`src/rtl/assert_macros.svh`:
```
// assertion macros used by the rtl files
// no dependencies
`ifndef ASSERT_MACROS_SVH
`define ASSERT_MACROS_SVH
`ifndef SYNTHESIS
`define CHK_IMPL(lbl, clk, rst, a, c) \
  lbl: assert property (@(posedge clk) disable iff (rst) (a) |-> (c)) else $error("check failed");
`define CHK_NEXT(lbl, clk, rst, a, c) \
  lbl: assert property (@(posedge clk) disable iff (rst) (a) |=> (c)) else $error("check failed");
`else
`define CHK_IMPL(lbl, clk, rst, a, c)
`define CHK_NEXT(lbl, clk, rst, a, c)
`endif
`endif

```
`src/rtl/anor_pkg.sv`:
```
// types and constants of the neighbor overlap range block
// no dependencies
package anor_pkg;
  typedef enum logic [5:0] {
    ST_IDLE = 6'b000001,
    ST_TOL  = 6'b000010,
    ST_RLO  = 6'b000100,
    ST_RHI  = 6'b001000,
    ST_SLO  = 6'b010000,
    ST_SHI  = 6'b100000
  } state_t;
  localparam int PosW = 48;
  localparam logic [1:0] AxisFirst = 2'd0;
  localparam logic [1:0] AxisLast  = 2'd2;
  // ceil(2^38 / 100): exact floor division by 100 for any 31-bit value
  localparam logic [31:0] Recip100   = 32'd2748779070;
  localparam int          RecipShift = 38;
endpackage

```
`src/rtl/amr_neighbor_overlap_ranges.sv`:
```
// neighbor overlap ranges for a pair of mesh blocks, one item per axis
// s_axis takes an item, m_axis returns one result item per request
// tolerance = min cell / 100 by reciprocal multiply, registered in ST_TOL
// scans: each cell position is formed by a shared multiply-add unit
//   (one multiply, registered) and then compared; receive and send scans
//   each cover at most CELLS_PER_BLOCK+2*GHOST_CELLS steps plus their exit
//   compares; s_tready is low from accept until the result is registered and
//   rises as it is, so a new request is not taken before the last is through
// s_tdata, low bit up: axis[1:0] a_lo a_hi a_cell b_lo b_hi b_cell a_level b_level
// m_tdata, low bit up: axis_out side recv_start recv_end send_start send_end
//   contact_type level_diff; m_tlast carries last
// reset clears the sequencer, output valid and the touch count
// when m_tready is low the result holds in the output register and the next
// request is still taken; a finished scan waits in its last step until the
// output register is free
module amr_neighbor_overlap_ranges #(
  parameter int CELLS_PER_BLOCK = 16,
  parameter int GHOST_CELLS     = 2
) (
  input  logic         clk,
  input  logic         rst,
  input  logic         s_tvalid,
  output logic         s_tready,
  input  logic [199:0] s_tdata,  // axis a_lo a_hi a_cell b_lo b_hi b_cell a_level b_level
  output logic         m_tvalid,
  input  logic         m_tready,
  output logic [39:0]  m_tdata,  // axis_out side recv_start recv_end send_start send_end ...
  output logic         m_tlast   // last
);
  import anor_pkg::*;
  `include "assert_macros.svh"
  localparam int IdxW = $clog2(CELLS_PER_BLOCK + 2*GHOST_CELLS + 1) + 2;
  localparam logic signed [IdxW-1:0] IdxMin = IdxW'(-GHOST_CELLS);
  localparam logic signed [IdxW-1:0] IdxMax = IdxW'(CELLS_PER_BLOCK + GHOST_CELLS);

  state_t state;
  logic [1:0]  axis;
  logic signed [31:0] a_lo, a_hi, b_lo, b_hi;
  logic [30:0] a_cell, b_cell;
  logic [3:0]  a_level, b_level;
  logic [30:0] cmin, quo;
  logic [62:0] tol_prod;
  logic signed [IdxW-1:0] ri_lo, ri_hi, si_lo, si_hi;
  logic        phase;
  logic [1:0]  touch, touch_base, touch_next;
  logic signed [PosW-1:0] rlo, rhi, pos, base, t2;
  logic signed [IdxW-1:0] idx;
  logic [30:0] csize;
  logic        out_v, out_free, done, finish;
  logic [39:0] out_data;
  logic        out_last;
  logic        is_last;
  logic [4:0]  ldiff;

  assign s_tready = (state == ST_IDLE);
  assign m_tvalid = out_v;
  assign m_tdata  = out_data;
  assign m_tlast  = out_last;

  anor_pos_unit #(.IdxW(IdxW)) u_pos (
    .clk(clk), .idx(idx), .csize(csize), .base(base), .pos(pos)
  );

  assign tol_prod = cmin * Recip100;
  assign t2 = PosW'($signed({2'b0, quo})) <<< 1;
  always_comb begin
    idx   = ri_lo;
    csize = b_cell;
    base  = PosW'(b_lo) <<< 1;
    unique case (state)
      ST_RHI: idx = ri_hi - IdxW'(1);
      ST_SLO: begin idx = si_lo; csize = a_cell; base = PosW'(a_lo) <<< 1; end
      ST_SHI: begin idx = si_hi - IdxW'(1); csize = a_cell; base = PosW'(a_lo) <<< 1; end
      default: ;
    endcase
  end

  function automatic logic signed [32:0] absd(input logic signed [32:0] x);
    return x < 0 ? -x : x;
  endfunction

  logic signed [32:0] d1, d2, tq;
  logic [1:0] side_c;
  always_comb begin
    tq = $signed({2'b0, quo});
    d1 = absd(33'(a_hi) - 33'(b_lo));
    d2 = absd(33'(b_hi) - 33'(a_lo));
    side_c = (d1 < tq) ? 2'b01 : (d2 < tq) ? 2'b11 : 2'b00;
  end

  // count restarts on the first axis, saturates at three
  assign touch_base = (axis == AxisFirst) ? 2'd0 : touch;
  assign touch_next = (side_c != 2'b00 && touch_base != 2'd3) ? touch_base + 2'd1
                                                              : touch_base;
  assign is_last  = (axis == AxisLast);
  assign ldiff    = {1'b0, b_level} - {1'b0, a_level};
  assign done     = (ri_hi <= ri_lo) || (!phase && si_hi <= si_lo) ||
                    (phase && !(pos > rhi + t2));
  assign out_free = !out_v || m_tready;
  assign finish   = (state == ST_SHI) && done && out_free;

  always_ff @(posedge clk) begin
    if (rst) begin
      state <= ST_IDLE;
      touch <= 2'd0;
      phase <= 1'b0;
    end else begin
      unique case (state)
        ST_IDLE: if (s_tvalid && s_tready) begin
          axis <= s_tdata[1:0];
          a_lo <= s_tdata[33:2];  a_hi <= s_tdata[65:34]; a_cell <= s_tdata[96:66];
          b_lo <= s_tdata[128:97]; b_hi <= s_tdata[160:129]; b_cell <= s_tdata[191:161];
          a_level <= s_tdata[195:192]; b_level <= s_tdata[199:196];
          cmin <= (s_tdata[96:66] < s_tdata[191:161]) ? s_tdata[96:66] : s_tdata[191:161];
          state <= ST_TOL;
        end
        ST_TOL: begin
          quo <= 31'(tol_prod[62:RecipShift]);
          state <= ST_RLO; phase <= 1'b0;
          ri_lo <= IdxMin; ri_hi <= IdxMax; si_lo <= IdxMin; si_hi <= IdxMax;
        end
        ST_RLO: begin
          if (!phase) begin
            if (ri_lo >= ri_hi) state <= ST_RHI;
            else phase <= 1'b1;
          end else begin
            phase <= 1'b0;
            if (pos < ((PosW'(a_lo) <<< 1) - t2)) ri_lo <= ri_lo + IdxW'(1);
            else state <= ST_RHI;
          end
        end
        ST_RHI: begin
          if (!phase) begin
            if (ri_hi <= ri_lo) state <= ST_SLO;
            else phase <= 1'b1;
          end else begin
            phase <= 1'b0;
            if (pos >= ((PosW'(a_hi) <<< 1) + t2)) ri_hi <= ri_hi - IdxW'(1);
            else state <= ST_SLO;
          end
        end
        ST_SLO: begin
          // on entry, an empty receive range empties the send range
          if (!phase) begin
            if (ri_hi <= ri_lo) begin
              si_lo <= '0; si_hi <= '0; state <= ST_SHI; phase <= 1'b1;
            end else if (si_lo >= si_hi) begin
              state <= ST_SHI; phase <= 1'b0;
            end else phase <= 1'b1;
          end else begin
            phase <= 1'b0;
            if (pos < rlo - t2) si_lo <= si_lo + IdxW'(1);
            else state <= ST_SHI;
          end
        end
        ST_SHI: begin
          if (done) begin
            if (out_free) begin
              state <= ST_IDLE;
              touch <= touch_next;
              out_data <= {5'b0,
                           is_last ? ldiff : 5'd0,
                           is_last ? touch_next : 2'd0,
                           6'(si_hi), 6'(si_lo), 6'(ri_hi), 6'(ri_lo), side_c, axis};
              out_last <= is_last;
            end
          end else begin
            phase <= !phase;
            if (phase) si_hi <= si_hi - IdxW'(1);
          end
        end
        default: state <= ST_IDLE;
      endcase
    end
  end

  always_ff @(posedge clk) begin
    if (rst) out_v <= 1'b0;
    else if (finish) out_v <= 1'b1;
    else if (m_tready) out_v <= 1'b0;
  end

  // range end positions are captured from the shared unit during the receive scan compares
  always_ff @(posedge clk) begin
    if (state == ST_RLO && phase) rlo <= pos;
    if (state == ST_RHI && phase) rhi <= pos;
  end

  `CHK_IMPL(a_rdy_idle, clk, rst, s_tready, state == ST_IDLE)
  `CHK_NEXT(a_out_hold, clk, rst, out_v && !m_tready, out_v)
  `CHK_NEXT(a_data_hold, clk, rst, out_v && !m_tready, $stable(m_tdata))
  `CHK_IMPL(a_state_onehot, clk, rst, 1'b1, $onehot(state))
endmodule

```
`src/rtl/anor_pos_unit.sv`:
```
// shared position unit: multiply odd index by cell size and add base
// depends on anor_pkg
module anor_pos_unit #(
  parameter int IdxW = 8
) (
  input  logic                          clk,
  input  logic signed [IdxW-1:0]        idx,
  input  logic [30:0]                   csize,
  input  logic signed [anor_pkg::PosW-1:0] base,
  output logic signed [anor_pkg::PosW-1:0] pos
);
  import anor_pkg::*;
  logic signed [IdxW:0]    odd;
  logic signed [IdxW+32:0] prod;
  // 2*idx+1 is the index with a one appended
  assign odd  = $signed({idx, 1'b1});
  assign prod = odd * $signed({1'b0, csize});
  always_ff @(posedge clk) begin
    pos <= base + PosW'(prod);
  end
endmodule
```
`config.mk`:
```
export PLATFORM = sky130hd
export DESIGN_NAME = amr_neighbor_overlap_ranges
export DESIGN_NICKNAME = d
export VERILOG_FILES = /design/src/rtl/anor_pkg.sv /design/src/rtl/amr_neighbor_overlap_ranges.sv /design/src/rtl/anor_pos_unit.sv
export VERILOG_INCLUDE_DIRS = /design/src /design/src/rtl
export SDC_FILE = /design/constraint.sdc
export NUM_CORES = 2
export LEC_CHECK = 0
export ABC_AREA = 0
export ABC_CLOCK_PERIOD_IN_PS = 24900
export BUFFER_PORTS_ARGS = -buffer_cell sky130_fd_sc_hd__buf_2
export CAP_MARGIN = 25
export CELL_PAD_IN_SITES_DETAIL_PLACEMENT = 0
export CELL_PAD_IN_SITES_GLOBAL_PLACEMENT = 1
export CORE_MARGIN = 4
export CORE_UTILIZATION = 52
export CTS_CLUSTER_DIAMETER = 150
export DETAILED_ROUTE_END_ITERATION = 8
export PLACE_DENSITY = 0.92
export SETUP_SLACK_MARGIN = 0.05
export SLEW_MARGIN = 20
export SYNTH_ARGS = -nofsm -noshare
export SYNTH_HDL_FRONTEND = slang
export SYNTH_SLANG_ARGS = --single-unit
```
`constraint.sdc`:
```
create_clock -name clk -period 24.9 [get_ports clk]
set_clock_uncertainty 0.1 [all_clocks]
set_input_delay 2.49 -clock clk [delete_from_list [all_inputs] [get_ports clk]]
set_output_delay 2.49 -clock clk [all_outputs]
set_load 0.05 [all_outputs]
```
==> impl_metrics.env <==
export IMPL_status="finished, final reports clean"
export IMPL_clkSinkCount=474
export IMPL_clock_fmax_mhz=105.8
export IMPL_cts_hold_buf=0
export IMPL_drtAntennaViolNets=0
export IMPL_fin_crit_sh_pct=37.94
export IMPL_dr_pass1_iters=6
export IMPL_grt_pass1_wl_mm=254.0
export IMPL_htree_levels=2
export IMPL_period_minus_slack_ns=9.448
export IMPL_vias=42380
export IMPL_grt_total_usage_pct=28.55
export IMPL_final_nets=7536
export IMPL_grt_pass1_vias=43500
export IMPL_cp_required_ns=25.39
export IMPL_slew_violations=0
export IMPL_die_y_um=339.7
export IMPL_fin_setup_tns_ns=0
export IMPL_clkSlewWorstSetupHoldPaths_ns=0.07
export IMPL_drive_gt1_share_pct=8.539
export IMPL_grt_overflow=0
export IMPL_path_buf_inv=6
export IMPL_synth_seq_cells=474
export IMPL_cts_buffer_depth=3
export IMPL_yosysMostFrequentCell="ha_1"
export IMPL_syn_inst=5545
export IMPL_synth_cell_types=106
export IMPL_crit_path_max_fanout=41
export IMPL_dieArea_sq_um=115400
export IMPL_slowest_delay_ns=0.76
export IMPL_maxCapViolCount=0
export IMPL_synth_commonest_cells="ha_1, inv_1, fa_1, edfxtp_1, nor2_1"
export IMPL_finalWirelength_mm=164.4
export IMPL_synth_top_cell_area_share_pct=21.83
export IMPL_tightest_slew_ns=1.107
export IMPL_synth_warnings=0
export IMPL_ff2ff_setup_slack_ns=15.45
export IMPL_hold_start="axis[0]"
export IMPL_worst_setup_path_type="reg2reg"
export IMPL_hold_depth=0
export IMPL_synth_edf_count=416
export IMPL_worstSkewPairLatency_ns=0.69
export IMPL_first_iter_violations=3315
export IMPL_cts_resized=0
export IMPL_synth_ff_type="edfxtp_1"
export IMPL_r2r_cells=31
export IMPL_tritoncts="built"
export IMPL_core_area_sq_um=109000
export IMPL_rr_endpoint="u_pos.pos[44]"
export IMPL_syn_avg_cell_area_sq_um=10.32
export IMPL_gp_congestion=0.9755
export IMPL_start_kind="register"
export IMPL_clockRootBuffer="clkbuf_16"
export IMPL_hold_class="reg2reg"
export IMPL_initial_core_util_pct=52.49
export IMPL_rsz0062_at_grt="no"
export IMPL_cts_buffers=54
export IMPL_cp_top_family="adder cells"
export IMPL_port_buffers=241
export IMPL_post_cts_buffers=0
export IMPL_hpwl_mm=136.7
export IMPL_holdWs_ns=0.3711
export IMPL_synth_seq_area_share_pct=23.86
export IMPL_arrival_ns=9.94
export IMPL_die_w_um=339.7
export IMPL_synth_area_leader_cell="edfxtp_1"
export IMPL_syn_to_final_growth_pct=8.686
export IMPL_antenna_found_initial=12
export IMPL_r2r_start="state[2]"
export IMPL_wire_per_inst_um=22.63
export IMPL_mappedNetlistArea_sq_um=57210
export IMPL_grt_max_degree=154
export IMPL_synth_area_leaders="edfxtp_1, fa_1, ha_1"
export IMPL_hold_viol=0
export IMPL_io_pins=247
export IMPL_cp_end_kind="register"
export IMPL_rows=121
export IMPL_cp_slowest_cell="mux2i_1"
export IMPL_drcViolationCount=0
export IMPL_avgViaCountPerCell=5.833
export IMPL_relSlewSlack_pct=24.08
export IMPL_synthArstFlopShare_pct=0
export IMPL_whs_endpoint="m_tdata[0]"
export IMPL_setup_violations=0
export IMPL_crit_path_frequent_cell="fa_1"
## metal layers
metal,up-vias,share of wire [%],GRT usage [%]
li1,19730,-,-
met1,20830,41,36.45
met2,1456,47,47.68
met3,357,6.6,4.959
met4,2,5.3,12.80
met5,-,0.0073,0
## flip-flops by register name, indices dropped and copies added (netlist names), 25 cells and up
| name | count |
|---|---|
| b_lo | 32 |
| a_hi | 32 |
| rhi | 48 |
| b_hi | 32 |
| u_pos.pos | 48 |
| rlo | 48 |
| a_cell | 31 |
| a_lo | 32 |
| cmin | 31 |
| quo | 25 |
| b_cell | 31 |
| m_tdata | 35 |
## metrics by stage
step | area (sq um) | setup WS [ns] | utilization [%] | cells
6_report | 62180 | 15.45 | 57.05 | 7265
3_5_place_dp | 60210 | 15.56 | 55.24 | 7152
2_1_floorplan | 57230 | 4.310 | - | 5549
4_1_cts | 62110 | 15.49 | 56.98 | 7254
5_1_grt | 62180 | 14.88 | 57.04 | 7263
3_3_place_gp | 60200 | 15.73 | 55.23 | 7151
## logic make-up after synthesis
| family | Yosys count | share of synthesized area (%) |
|---|---|---|
| compound gates | 987 | 11.34 |
| xor+xnor | 309 | 4.730 |
| fa+ha+maj | 1534 | 41.37 |
| buf+inv | 938 | 6.281 |
| flops | 474 | 23.86 |
| mux | 103 | 1.887 |
| other cells | 1 | 0.006554 |
| simple gates | 1199 | 10.53 |
## placed cells by master (no fill, tap or decap), drive strengths merged, types with 10 or more instances in the layout
| cell | count |
|---|---|
| a2111oi | 12 |
| a211o | 14 |
| a211oi | 39 |
| a21boi | 13 |
| a21o | 190 |
| a21oi | 266 |
| a31o | 12 |
| a31oi | 43 |
| and2 | 22 |
| and3 | 35 |
| and4 | 11 |
| buf | 281 |
| clkbuf | 68 |
| clkinv | 14 |
| dfxtp | 58 |
| edfxtp | 416 |
| fa | 596 |
| ha | 938 |
| inv | 855 |
| mux2 | 36 |
| mux2i | 67 |
| nand2 | 190 |
| nand2b | 87 |
| nand3 | 90 |
| nand4 | 81 |
| nor2 | 383 |
| nor2b | 83 |
| nor3 | 91 |
| nor4 | 24 |
| o211ai | 25 |
| o21a | 52 |
| o21ai | 184 |
| o21bai | 23 |
| o22ai | 10 |
| o31ai | 15 |
| or2 | 27 |
| or3 | 31 |
| xnor2 | 212 |
| xor2 | 97 |
## worst max path at each step
| stage | from | end | slack [ns] | cells past startpoint |
|---|---|---|---|---|
| final | state[2] | u_pos.pos[44] | 15.45 | 31 |
| after CTS | state[2] | u_pos.pos[44] | 15.49 | 32 |
| after global routing | state[2] | u_pos.pos[44] | 14.88 | 32 |
| after detailed placement | state[3] | u_pos.pos[44] | 15.56 | 32 |
| after floorplan | rst | a_cell[0] | 4.31 | 2 |
| after global placement | state[3] | u_pos.pos[44] | 15.73 | 32 |
## layout make-up
type                    instances  area (sq um)
well taps                    1414          1769
clock inverters                36         456.7
clock buffers                  66          1448
diodes                          7         17.52
multi-input cells            4137         40110
flip-flops and latches        474         13650
repair buffers                283          1544
inverters                     848          3183
fillers                      9318         46820
Power is not shown: default switching activity piles up to over one toggle a cycle in this logic, so the estimate is an artifact.
